## src/rtl/i2cra_pkg.sv

```systemverilog
// i2cra_pkg: shared types and constants for the i2c register access master
// bus phase codes, request kinds, transfer field layouts
// no dependencies
package i2cra_pkg;

   // request kinds carried on req_tuser
   localparam logic [1:0] REQ_TICK  = 2'd0;
   localparam logic [1:0] REQ_WRITE = 2'd1;
   localparam logic [1:0] REQ_READ  = 2'd2;

   // acknowledge timeout after reset
   localparam logic [7:0] ACK_TIMEOUT_RESET = 8'd250;

   // last bit index of a byte
   localparam logic [2:0] BIT_LAST = 3'd7;

   // half-bit bus phases, one-hot
   typedef enum logic [27:0] {
      PH_IDLE    = 28'h0000001,
      PH_S_HI    = 28'h0000002,
      PH_S_FALL  = 28'h0000004,
      PH_A_LO    = 28'h0000008,
      PH_A_HI    = 28'h0000010,
      PH_AK1_LO  = 28'h0000020,
      PH_AK1_HI  = 28'h0000040,
      PH_R_LO    = 28'h0000080,
      PH_R_HI    = 28'h0000100,
      PH_AK2_LO  = 28'h0000200,
      PH_AK2_HI  = 28'h0000400,
      PH_D_LO    = 28'h0000800,
      PH_D_HI    = 28'h0001000,
      PH_AK3_LO  = 28'h0002000,
      PH_AK3_HI  = 28'h0004000,
      PH_RS_LO   = 28'h0008000,
      PH_RS_HI   = 28'h0010000,
      PH_RS_FALL = 28'h0020000,
      PH_AR_LO   = 28'h0040000,
      PH_AR_HI   = 28'h0080000,
      PH_AK4_LO  = 28'h0100000,
      PH_AK4_HI  = 28'h0200000,
      PH_IN_LO   = 28'h0400000,
      PH_IN_HI   = 28'h0800000,
      PH_MA_LO   = 28'h1000000,
      PH_MA_HI   = 28'h2000000,
      PH_P_LO    = 28'h4000000,
      PH_P_HI    = 28'h8000000
   } phase_type;

   // input item, request kind kept apart
   typedef struct packed {
      logic       sda_sample;
      logic       ack_after_read;
      logic [7:0] write_data;
      logic [7:0] register_address;
      logic [6:0] device_address;
   } req_data_type;

   // result item, scl_level in the lowest bit
   typedef struct packed {
      logic       ack_error;
      logic [7:0] read_data;
      logic       done_res;
      logic       busy_res;
      logic       sda_output_enable;
      logic       sda_level;
      logic       scl_level;
   } rsp_data_type;

endpackage

```

## src/rtl/i2cra_seq.sv

```systemverilog
// i2cra_seq: half-bit bus sequencer, at most one phase step per accepted tick
// holds transaction state and forms the result of each transfer
// depends on i2cra_pkg
module i2cra_seq
   import i2cra_pkg::*;
(
   input  logic         clock,
   input  logic         reset,
   input  logic         item_accept,
   input  logic [1:0]   item_kind,
   input  req_data_type item_data,
   input  logic [7:0]   ack_timeout,
   output rsp_data_type result
);

   phase_type  phase_ff, phase_in;
   logic [2:0] bit_cnt_ff, bit_cnt_in;
   logic [7:0] shift_ff, shift_in;
   logic [7:0] wait_cnt_ff, wait_cnt_in;
   logic [6:0] held_dev_ff, held_dev_in;
   logic [7:0] held_reg_ff, held_reg_in;
   logic [7:0] held_wdata_ff, held_wdata_in;
   logic       held_rd_ff, held_rd_in;
   logic       held_ack_ff, held_ack_in;
   logic [7:0] rx_byte_ff, rx_byte_in;
   logic       err_ff, err_in;
   logic       done;
   logic [8:0] waited;

   assign waited = {1'b0, wait_cnt_ff} + 9'd1;

   // next state for one transfer
   always_comb begin
      phase_in      = phase_ff;
      bit_cnt_in    = bit_cnt_ff;
      shift_in      = shift_ff;
      wait_cnt_in   = wait_cnt_ff;
      held_dev_in   = held_dev_ff;
      held_reg_in   = held_reg_ff;
      held_wdata_in = held_wdata_ff;
      held_rd_in    = held_rd_ff;
      held_ack_in   = held_ack_ff;
      rx_byte_in    = rx_byte_ff;
      err_in        = err_ff;
      done          = 1'b0;
      if (item_accept) begin
         if (item_kind == REQ_TICK) begin
            case (phase_ff)
               PH_S_HI:   phase_in = PH_S_FALL;
               PH_RS_LO:  phase_in = PH_RS_HI;
               PH_RS_HI:  phase_in = PH_RS_FALL;
               PH_A_LO:   phase_in = PH_A_HI;
               PH_R_LO:   phase_in = PH_R_HI;
               PH_D_LO:   phase_in = PH_D_HI;
               PH_AR_LO:  phase_in = PH_AR_HI;
               PH_AK1_LO: phase_in = PH_AK1_HI;
               PH_AK2_LO: phase_in = PH_AK2_HI;
               PH_AK3_LO: phase_in = PH_AK3_HI;
               PH_AK4_LO: phase_in = PH_AK4_HI;
               PH_IN_LO:  phase_in = PH_IN_HI;
               PH_MA_LO:  phase_in = PH_MA_HI;
               PH_MA_HI:  phase_in = PH_P_LO;
               PH_P_LO:   phase_in = PH_P_HI;
               PH_S_FALL: begin
                  shift_in   = {held_dev_ff, 1'b0};
                  bit_cnt_in = '0;
                  phase_in   = PH_A_LO;
               end
               PH_RS_FALL: begin
                  shift_in   = {held_dev_ff, 1'b1};
                  bit_cnt_in = '0;
                  phase_in   = PH_AR_LO;
               end
               // address, register and data bits out
               PH_A_HI, PH_R_HI, PH_D_HI, PH_AR_HI: begin
                  shift_in = {shift_ff[6:0], 1'b0};
                  if (bit_cnt_ff == BIT_LAST) begin
                     bit_cnt_in  = '0;
                     wait_cnt_in = '0;
                     case (phase_ff)
                        PH_A_HI: phase_in = PH_AK1_LO;
                        PH_R_HI: phase_in = PH_AK2_LO;
                        PH_D_HI: phase_in = PH_AK3_LO;
                        default: phase_in = PH_AK4_LO;
                     endcase
                  end else begin
                     bit_cnt_in = bit_cnt_ff + 3'd1;
                     case (phase_ff)
                        PH_A_HI: phase_in = PH_A_LO;
                        PH_R_HI: phase_in = PH_R_LO;
                        PH_D_HI: phase_in = PH_D_LO;
                        default: phase_in = PH_AR_LO;
                     endcase
                  end
               end
               // acknowledge slots with timeout
               PH_AK1_HI, PH_AK2_HI, PH_AK3_HI, PH_AK4_HI: begin
                  if (item_data.sda_sample) begin
                     if (waited > {1'b0, ack_timeout}) begin
                        err_in   = 1'b1;
                        phase_in = PH_P_LO;
                     end else begin
                        wait_cnt_in = waited[7:0];
                     end
                  end else begin
                     case (phase_ff)
                        PH_AK1_HI: begin
                           shift_in   = held_reg_ff;
                           bit_cnt_in = '0;
                           phase_in   = PH_R_LO;
                        end
                        PH_AK2_HI: begin
                           if (held_rd_ff) begin
                              phase_in = PH_RS_LO;
                           end else begin
                              shift_in   = held_wdata_ff;
                              bit_cnt_in = '0;
                              phase_in   = PH_D_LO;
                           end
                        end
                        PH_AK3_HI: phase_in = PH_P_LO;
                        default: begin
                           shift_in   = '0;
                           bit_cnt_in = '0;
                           phase_in   = PH_IN_LO;
                        end
                     endcase
                  end
               end
               // read byte in, msb first
               PH_IN_HI: begin
                  shift_in = {shift_ff[6:0], item_data.sda_sample};
                  if (bit_cnt_ff == BIT_LAST) begin
                     bit_cnt_in = '0;
                     rx_byte_in = {shift_ff[6:0], item_data.sda_sample};
                     phase_in   = PH_MA_LO;
                  end else begin
                     bit_cnt_in = bit_cnt_ff + 3'd1;
                     phase_in   = PH_IN_LO;
                  end
               end
               PH_P_HI: begin
                  phase_in = PH_IDLE;
                  done     = 1'b1;
               end
               default: phase_in = PH_IDLE;
            endcase
         end else if ((item_kind inside {REQ_WRITE, REQ_READ}) && phase_ff == PH_IDLE) begin
            held_dev_in   = item_data.device_address;
            held_reg_in   = item_data.register_address;
            held_wdata_in = item_data.write_data;
            held_ack_in   = item_data.ack_after_read;
            held_rd_in    = (item_kind == REQ_READ);
            err_in        = 1'b0;
            bit_cnt_in    = '0;
            wait_cnt_in   = '0;
            phase_in      = PH_S_HI;
         end
      end
   end

   // line levels for the new phase
   always_comb begin
      result.scl_level         = 1'b1;
      result.sda_level         = 1'b1;
      result.sda_output_enable = 1'b1;
      case (phase_in)
         PH_S_FALL, PH_RS_FALL: result.sda_level = 1'b0;
         PH_RS_LO:              result.scl_level = 1'b0;
         PH_A_LO, PH_R_LO, PH_D_LO, PH_AR_LO: begin
            result.scl_level = 1'b0;
            result.sda_level = shift_in[7];
         end
         PH_A_HI, PH_R_HI, PH_D_HI, PH_AR_HI: result.sda_level = shift_in[7];
         PH_AK1_LO, PH_AK2_LO, PH_AK3_LO, PH_AK4_LO, PH_IN_LO: begin
            result.scl_level         = 1'b0;
            result.sda_output_enable = 1'b0;
         end
         PH_AK1_HI, PH_AK2_HI, PH_AK3_HI, PH_AK4_HI, PH_IN_HI:
            result.sda_output_enable = 1'b0;
         PH_MA_LO: begin
            result.scl_level = 1'b0;
            result.sda_level = ~held_ack_in;
         end
         PH_MA_HI: result.sda_level = ~held_ack_in;
         PH_P_LO: begin
            result.scl_level = 1'b0;
            result.sda_level = 1'b0;
         end
         PH_P_HI: result.sda_level = 1'b0;
         default: ;
      endcase
      result.busy_res  = (phase_in != PH_IDLE);
      result.done_res  = done;
      result.read_data = rx_byte_in;
      result.ack_error = err_in;
   end

   // transaction state registers
   always_ff @(posedge clock) begin
      if (reset) begin
         phase_ff      <= PH_IDLE;
         bit_cnt_ff    <= '0;
         shift_ff      <= '0;
         wait_cnt_ff   <= '0;
         held_dev_ff   <= '0;
         held_reg_ff   <= '0;
         held_wdata_ff <= '0;
         held_rd_ff    <= 1'b0;
         held_ack_ff   <= 1'b0;
         rx_byte_ff    <= '0;
         err_ff        <= 1'b0;
      end else begin
         phase_ff      <= phase_in;
         bit_cnt_ff    <= bit_cnt_in;
         shift_ff      <= shift_in;
         wait_cnt_ff   <= wait_cnt_in;
         held_dev_ff   <= held_dev_in;
         held_reg_ff   <= held_reg_in;
         held_wdata_ff <= held_wdata_in;
         held_rd_ff    <= held_rd_in;
         held_ack_ff   <= held_ack_in;
         rx_byte_ff    <= rx_byte_in;
         err_ff        <= err_in;
      end
   end

endmodule

```

## src/rtl/i2c_register_access_master_core.sv

```systemverilog
// The result of a transfer is registered and shows in the cycle after acceptance.
// Throughput: one transfer per cycle unless the req side stalls; each tick steps at most
// one half-bit phase in the sequencer. The req side stalls only while a held result waits
// on rsp_tready. Reset (synchronous, active high): bus idle with both lines high,
// other sequencer state zero, ack timeout 250, result register empty.
// depends on i2cra_pkg and i2cra_seq
module i2c_register_access_master_core
   import i2cra_pkg::*;
(
   input  logic        clock,
   input  logic        reset,
   input  logic        req_tvalid,
   output logic        req_tready,
   // device_address[6:0], register_address[14:7], write_data[22:15],
   // ack_after_read[23], sda_sample[24], zero fill[31:25]
   input  logic [31:0] req_tdata,
   // req_type[1:0]
   input  logic [1:0]  req_tuser,
   output logic        rsp_tvalid,
   input  logic        rsp_tready,
   // scl_level[0], sda_level[1], sda_output_enable[2], busy_res[3],
   // done_res[4], read_data[12:5], ack_error[13], zero fill[15:14]
   output logic [15:0] rsp_tdata,
   input  logic        csr_wr_en,
   input  logic [7:0]  csr_wr_data
);

   logic         rsp_valid_ff;
   rsp_data_type rsp_data_ff;
   logic [7:0]   timeout_ff;
   logic         accept;
   rsp_data_type result;

   assign req_tready = ~rsp_valid_ff | rsp_tready;
   assign accept     = req_tvalid & req_tready;

   // timeout register
   always_ff @(posedge clock) begin
      if (reset) begin
         timeout_ff <= ACK_TIMEOUT_RESET;
      end else if (csr_wr_en) begin
         timeout_ff <= csr_wr_data;
      end
   end

   i2cra_seq u_seq (
      .clock       (clock),
      .reset       (reset),
      .item_accept (accept),
      .item_kind   (req_tuser),
      .item_data   (req_data_type'(req_tdata[24:0])),
      .ack_timeout (timeout_ff),
      .result      (result)
   );

   // result register
   always_ff @(posedge clock) begin
      if (reset) begin
         rsp_valid_ff <= 1'b0;
      end else if (accept) begin
         rsp_valid_ff <= 1'b1;
      end else if (rsp_tready) begin
         rsp_valid_ff <= 1'b0;
      end
   end

   always_ff @(posedge clock) begin
      if (accept) begin
         rsp_data_ff <= result;
      end
   end

   assign rsp_tvalid = rsp_valid_ff;
   assign rsp_tdata  = {2'b00, rsp_data_ff};

endmodule

```

## config.mk

```make
export PLATFORM = sky130hd
export DESIGN_NAME = i2c_register_access_master_core
export DESIGN_NICKNAME = d
export VERILOG_FILES = /design/src/rtl/i2cra_pkg.sv /design/src/rtl/i2cra_seq.sv /design/src/rtl/i2c_register_access_master_core.sv
export SDC_FILE = /design/constraint.sdc
export NUM_CORES = 1
export LEC_CHECK = 0
export ABC_AREA = 1
export BUFFER_PORTS_ARGS = -buffer_cell sky130_fd_sc_hd__buf_2
export CELL_PAD_IN_SITES_DETAIL_PLACEMENT = 0
export CELL_PAD_IN_SITES_GLOBAL_PLACEMENT = 1
export CORE_UTILIZATION = 48
export CTS_BUF_LIST = sky130_fd_sc_hd__clkbuf_4
export DETAILED_ROUTE_END_ITERATION = 16
export PLACE_DENSITY_LB_ADDON = 0.1
export SYNTH_ARGS = -nofsm -noshare
export SYNTH_HDL_FRONTEND = slang
export SYNTH_HIERARCHICAL = 1
export SYNTH_SLANG_ARGS = --single-unit
```

## constraint.sdc

```tcl
create_clock -name clock -period 10.2 [get_ports clock]
set_input_delay 0.51 -clock clock [delete_from_list [all_inputs] [get_ports clock]]
set_output_delay 0.51 -clock clock [all_outputs]
set_load 0.005 [all_outputs]
```

==> metrics, run 1 <==
hold crit path type=input pin to register; setup TNS=0 ns; Final Max Slew Viols=0; yosys warns=6; I/O Pins=65; vias per inst=5.20; Die ar.=15200 sq um; RSZ-0062 raised after global routing=false; drt first pass iters=5; first-pass GRT wire length=29900 microns; largest family of logic cells by synthesized area=simple AND/OR/NAND/NOR gates; Initial Util=0.501; Achievable Freq=244 MHz; drt initial violations=519; Syn-to-layout area delta=7.48%; post-synthesis adder-cell area fraction=0.0230; Req. time, crit path=10.46 ns; slowest cell delay on critical path=0.42 ns; Seq. cell area=2220 sq um; pwr/cell area=104 nW/um^2; Async SR Flop Fraction=0; FF+latch count, synth=104; Syn Area/Cell=6.71 sq um; total clock sinks=104; WHS Endpoint=timeout_ff[3]; Final min period=4.09 ns; maxcap violations=0; Worst R2R Path Depth=22; final core occ=0.538; CTS tree=yes; type of origin of the critical path=register; RD Place Congestion=0.870; DR WL/cell=14.3 microns; CTS clock-pin slew for the worst setup and hold paths=0.17 ns; # H-tree levels=3; xor and xnor area share after synthesis=0.00992; post-DP HPWL=13500 microns; R2R Path End=rsp_tdata[1]; Top FF cell, synth=dfxtp_1; register area share after synthesis=0.315; Fillers=1485; Post-synth EDFFs=14; Setup Fix Bufs, Post-CTS=0; vias in the first global route=5927; simple-gate area share of the yosys netlist=0.409; max_slew headroom=0.430; hold depth=3; DR DRC count=0; clock root buffer master=clkbuf_4; VDD IR max=58.9 uV; critical path fanouts, max=11; Reg-to-Reg Start=u_seq/wait_cnt_ff[0]; CP endpoint kind=register; HP Start=csr_wr_data[3]; period utilisation layout=0.401; # port buffers=55; Hold Vio Cnt, Final=0; mux share of post-synthesis cell area=0; kind of critical path=register to register; grt ovf=0; total length of routed wires=18200 microns; GRT Overall Usage=0.255; cts repair resizes=0; multi-input logic area=4070 sq um; Slew @ Worst Pin=0.855 ns; Core Region=14100 sq um; share of cells above drive strength 1=0.162; initial antenna violation count=1; critical path, cell by cell=inv_1 > nor4_1 > nand4_1 > xor2_1 > ha_1 > nand4_1 > nor3_1 > nand2_1 > nand2_1 > a21oi_1 > o21ai_0 > nand3_2 > nand3_1 > inv_1 > nand2_2 > nor2_1 > nand2_1 > nand2_1 > nor2_1 > nand2_1 > nand2_1 > nand3_1; worst path bufs/invs=2; remaining antenna violation count after routing=0; Die Y=123 microns; Num CTS Buffers=9; Max Clock Skew=0.0176 ns; crit path max-delay cell type=dfxtp_1; Finished Cell Area=7590 sq um; Die X-Extent=123 microns; dpl cells=1257; clk buf depth=2; final setup fails=0; largest net degree at the start of global routing=77; Synth Area in Compound Gates=0.133; top cell family by delay on the critical path=simple AND/OR/NAND/NOR gates; row cnt=43; leakage power total=3.40 nW; most numerous cell on the critical path=nand2_1; area post-placement=7430 sq um; final non-filler cell total=1274; Vias=6629; synthesized area=7060 sq um; outcome=complete, no violations; CP Data Arrival Time=4.35 ns; Post-Syn Instances=1053; Post-CTS Hold Fix Bufs=0; Crit path depth=22; Netlist cell types=51; layout net count=1148; Reg2Reg Setup Slack=6.11 ns; worst skew pair latency=0.49 ns
worst max-delay path by stage:
stage | startpoint | slack (ns) | to
floorplan | req_tvalid | 6.63 | rsp_tdata[0]
finish | u_seq/wait_cnt_ff[0] | 6.11 | rsp_tdata[1]
global placement | u_seq/wait_cnt_ff[0] | 6.16 | rsp_tdata[1]
detailed placement | u_seq/wait_cnt_ff[0] | 6.14 | rsp_tdata[1]
CTS | u_seq/wait_cnt_ff[0] | 6.11 | rsp_tdata[1]
global route | u_seq/wait_cnt_ff[0] | 5.56 | rsp_tdata[1]
metrics by stage:
step	setup WS, ns	hold slack [ns]	total power (W)
after floorplan	6.63	0.429	0.000532
after global placement	6.16	0.441	0.000564
after detailed placement	6.14	0.445	0.000565
after CTS	6.11	0.165	0.000804
after global routing	5.56	0.171	0.000834
final	6.11	0.220	0.000793
synthesized netlist by cell type (all sizes together) (14+ instances only):
| cell | instances | area share |
|---|---|---|
| a211oi | 41 | 0.044 |
| a21oi | 48 | 0.037 |
| clkbuf | 23 | 0.012 |
| dfxtp | 90 | 0.26 |
| edfxtp | 14 | 0.060 |
| inv | 157 | 0.085 |
| nand2 | 257 | 0.16 |
| nand3 | 73 | 0.061 |
| nand4 | 26 | 0.024 |
| nor2 | 187 | 0.13 |
| nor3 | 17 | 0.015 |
| o21ai | 43 | 0.031 |
flip-flops by register name (all words and copies together) (netlist names):
signal,cells
rsp_tdata,14
rsp_tvalid,1
timeout_ff,8
u_seq/bit_cnt_ff,3
u_seq/err_ff,1
u_seq/held_ack_ff,1
u_seq/held_dev_ff,7
u_seq/held_rd_ff,1
u_seq/held_reg_ff,8
u_seq/held_wdata_ff,8
u_seq/phase_ff,28
u_seq/rx_byte_ff,8
u_seq/shift_ff,8
u_seq/wait_cnt_ff,8
cells in the final DEF (no fill, tap or decap), types with 13 or more instances in the layout:
cell,instances
nand4_1,25
dfxtp_1,90
buf_2,55
inv_2,15
ha_1,13
a211oi_1,41
a21oi_1,43
nand2_1,233
nor2_2,18
nor2_1,152
o21ai_0,31
nor3_1,15
edfxtp_1,14
inv_1,140
nand3_1,63
power by group:
part | switching, W | total, W | internal [W]
Clock | 0.000156 | 0.000236 | 0.0000800
Sequential | 0.00000723 | 0.000440 | 0.000433
Combinational | 0.0000782 | 0.000116 | 0.0000377
Total | 0.000242 | 0.000793 | 0.000551
routing by layer:
metal  share of wire  routed length (microns)  global-route usage
met4          0.0069                      125              0.0467
met5               0                        0                   0
met3           0.046                      841              0.0480
met1            0.51                     9220               0.369
met2            0.44                     8010               0.395
logic make-up (layout without fill, tap and decap cells):
group | count (synthesis) | in the layout
buf+inv | 195 | 234
other cells | 1 | 3
simple gates | 580 | 580
compound gates | 152 | 152
flops | 104 | 104
fa+ha+maj | 13 | 13
xor+xnor | 8 | 8
cell type report:
class                           instances  area share
Tap cell                              180      0.0297
Antenna cell                            1    0.000330
Sequential cell                       104       0.293
Multi-Input combinational cell        755       0.537
Clock inverter                          7      0.0115
Inverter                              159      0.0796
Clock buffer                            9     0.00890
Timing Repair Buffer                   59      0.0402
worst reg2reg max path, delay by kind of cell (launching register included):
kind / cells / cell delay [ns]
and+or+nand+nor: 16 / 2.34
AOI/OAI and AO/OA: 2 / 0.43
DFF: 1 / 0.42
adders and majority gates: 1 / 0.32
xor gates and xnor gates: 1 / 0.20
buffers and inverters: 2 / 0.18
No activity file was read; power rests on OpenSTA's default activity.
==> inputs of run 2 (changes only) <==
Settings changed: CORE_UTILIZATION 48 to 40.
Clock period 10.2 ns to 3.3 ns, I/O delays scaled along.
==> run 2 against run 1 <==
The flow now finishes with violations (setup timing). Register-to-register slack worse by 6.3 ns. Routed wire length up 18%. Combinational power rose to 3.9 times the previous value. First-iteration DRC count decreased by 24%. Via count increased by 5.6%. Non-clock buffer count is 101 higher. Clock-buffer cell count unchanged. Sequential power rose to 3.1 times the previous value. Clock power grew to 2.8 times the previous value. Maximum frequency grew 16%. Worst setup slack got worse by 6.3 ns. Critical path type unchanged. Critical endpoint is now rsp_tdata[2]. Largest cell class unchanged.
==> metrics, run 2 (synthesis results as in run 1) <==
# port buffers=55 (unchanged); Sw Share=0.320 (+0.0148); slowest cell delay on critical path=0.38 ns (-0.04 ns); HP Start=csr_wr_en; R2R Path End=rsp_tdata[2]; Slew @ Worst Pin=0.797 ns (-0.0575 ns); crit path max-delay cell type=dfxtp_2; multi-input logic area=4310 sq um (+5.8%); row cnt=48 (+12%); setup ws final=-0.216 ns (-6.32 ns); clk buf depth=2 (unchanged); Clock Power Share=0.268 (-0.030); sw power=0.000795 W (+230%); layout net count=1250 (+8.9%); initial antenna violation count=1 (unchanged); total clock sinks=104 (unchanged); pwr/cell area=284 nW/um^2 (+170%); area post-placement=7880 sq um (+6.1%); Die Y=135 microns (+9.4%); outcome=finished with violations; Fillers=1813 (+22%); most numerous cell on the critical path=nand2_1; Hold Vio Cnt, Final=0 (unchanged); RSZ-0062 raised after global routing=true; DR DRC count=0 (unchanged); Gate power share=0.183 (+0.037); largest register by flop count=u_seq/phase_ff; kind of critical path=register to register; Core Region=17300 sq um (+23%); final non-filler cell total=1422 (+12%); final setup fails=4 (+4); Final min period=3.52 ns (-0.577 ns); hold depth=3 (unchanged); Achievable Freq=284 MHz (+16%); critical path fanouts, max=8 (-3); Req. time, crit path=3.57 ns (-6.89 ns); sequential power share=0.548 (-0.007); worst skew pair latency=0.50 ns (about the same); largest net degree at the start of global routing=51 (-34%); final core occ=0.505 (-0.0332); CP Data Arrival Time=3.79 ns (-0.56 ns); WHS Endpoint=timeout_ff[0]; total length of routed wires=21600 microns (+18%); I/O Pins=65 (unchanged); Num CTS Buffers=9 (unchanged); grt ovf=0 (unchanged); top cell family by delay on the critical path=simple AND/OR/NAND/NOR gates; Max Clock Skew=0.0224 ns (+0.00481 ns); pre-CTS WS=-0.378 ns (-6.52 ns); vias per inst=4.92 (-5.4%); DR WL/cell=15.2 microns (+6.1%); Finished Cell Area=8740 sq um (+15%); first-pass GRT wire length=34000 microns (+14%); type of origin of the critical path=register; RD Place Congestion=0.838 (-3.7%); CTS clock-pin slew for the worst setup and hold paths=0.19 ns (+0.02 ns); leakage power total=3.90 nW (+15%); Internal=0.00169 W (+210%); GRT Overall Usage=0.240 (-0.0150); setup TNS=-0.654 ns (-0.654 ns); Syn-to-layout area delta=23.7%; drt first pass iters=5 (unchanged); vias in the first global route=6648 (+12%); max reg flops=28 (unchanged); Crit path depth=26 (+18%); Seq. cell area=2230 sq um (+0.17%); CTS tree=yes; CP endpoint kind=register; Final Max Slew Viols=0 (unchanged); Die ar.=18200 sq um (+20%); Initial Util=0.408 (-0.0927); # H-tree levels=3 (unchanged); max_slew headroom=0.468 (+0.0376); Die X-Extent=135 microns (+9.4%); failing checks=setup timing; hold crit path type=input pin to register; most common cell after layout, fill and taps aside=nand2_1; Worst R2R Path Depth=26 (+18%); share of cells above drive strength 1=0.240 (+0.0782); Reg-to-Reg Start=u_seq/wait_cnt_ff[0]; maxcap violations=0 (unchanged); clock root buffer master=clkbuf_4; commonest cells after routing, fill and taps aside=nand2_1, nor2_1, inv_1, dfxtp_1, buf_4; Reg2Reg Setup Slack=-0.22 ns (-6.32 ns); worst path bufs/invs=2 (unchanged); dpl cells=1353 (+7.6%); period utilisation layout=1.07 (+0.664); Vias=7002 (+5.6%); post-DP HPWL=16000 microns (+18%); remaining antenna violation count after routing=0 (unchanged); drt initial violations=395 (-24%); VDD IR max=166 uV (+180%)
run 2: changes by cell type in the layout (fill, tap and decap cells not counted), sizes merged:
cell | previous run | this run
inv | 160 | 161
nand2 | 257 | 258
clkinvlp | 0 | 2
diode | 1 | 2
buf | 59 | 121
bufinv | 1 | 0
clkinv | 5 | 3
dlygate4sd3 | 0 | 39
run 2: stage by stage:
| stage | total power, W | hold WS [ns] |
|---|---|---|
| after floorplan | 0.00165 | 0.234 |
| after global placement | 0.00178 | 0.381 |
| after detailed placement | 0.00179 | 0.389 |
| after CTS | 0.00250 | 0.00236 |
| after global routing | 0.00260 | 0.0432 |
| final | 0.00248 | 0.0410 |
run 2: layout make-up:
| type | count | area share |
|---|---|---|
| flip-flops and latches | 104 | 0.255 |
| multi-input cells | 756 | 0.493 |
| repair buffers | 160 | 0.135 |
| diodes | 2 | 0.000573 |
| clock inverters | 7 | 0.00687 |
| inverters | 159 | 0.0692 |
| well taps | 225 | 0.0322 |
| clock buffers | 9 | 0.00773 |
run 2: worst max path at each step:
| stage | endpoint | start | slack (ns) |
|---|---|---|---|
| after floorplan | rsp_tdata[0] | u_seq/wait_cnt_ff[0] | 0.06 |
| after global placement | rsp_tdata[1] | u_seq/wait_cnt_ff[0] | -0.33 |
| after detailed placement | rsp_tdata[1] | u_seq/wait_cnt_ff[0] | -0.38 |
| after CTS | rsp_tdata[1] | u_seq/wait_cnt_ff[3] | -0.09 |
| after global routing | rsp_tdata[1] | u_seq/wait_cnt_ff[0] | -0.50 |
| final | rsp_tdata[2] | u_seq/wait_cnt_ff[0] | -0.22 |
run 2: worst register-to-register path, stage by stage, from the launching register on:
cell and delay [ns]:
dfxtp_2 0.38, inv_2 0.05, nor4_4 0.27, nand4_1 0.19, xor2_2 0.23, ha_1 0.34
nand3_2 0.08, a21oi_2 0.10, nand2_1 0.08, nand2_2 0.14, nand2_4 0.10, nand2_2 0.06
nand2_1 0.05, nand4_1 0.10, nand2_1 0.09, nand2_2 0.09, nand3_4 0.08, nor2_4 0.16
nand2_4 0.12, nor2_8 0.18, nand2_2 0.08, inv_2 0.06, nand2_1 0.05, nand2_1 0.06
nor2_1 0.04, nand2_1 0.05, nor2_1 0.04
run 2: power by group through the flow:
stage / clock network, W / registers [W] / logic, W
after global placement: 0 / 0.00139 / 0.000399
after CTS: 0.000698 / 0.00136 / 0.000445
after floorplan: 0 / 0.00138 / 0.000262
after global routing: 0.000734 / 0.00137 / 0.000504
after detailed placement: 0 / 0.00139 / 0.000398
final: 0.000667 / 0.00136 / 0.000456
run 2: what timing repair did:
action,in CTS,in global routing
buffers inserted,6,5
hold buffers,39,0
hold endpoints to repair,32,0
cloned,1,0
resized for setup,30,34
pin swaps,15,31
setup endpoints to repair,4,4
run 2: per-layer routing:
metal,global-route usage,up-vias,part of all wire
met4,0.0712,0,0.019
li1,-,3692,-
met3,0.0345,25,0.043
met2,0.394,140,0.45
met5,0,-,0
met1,0.326,3145,0.48
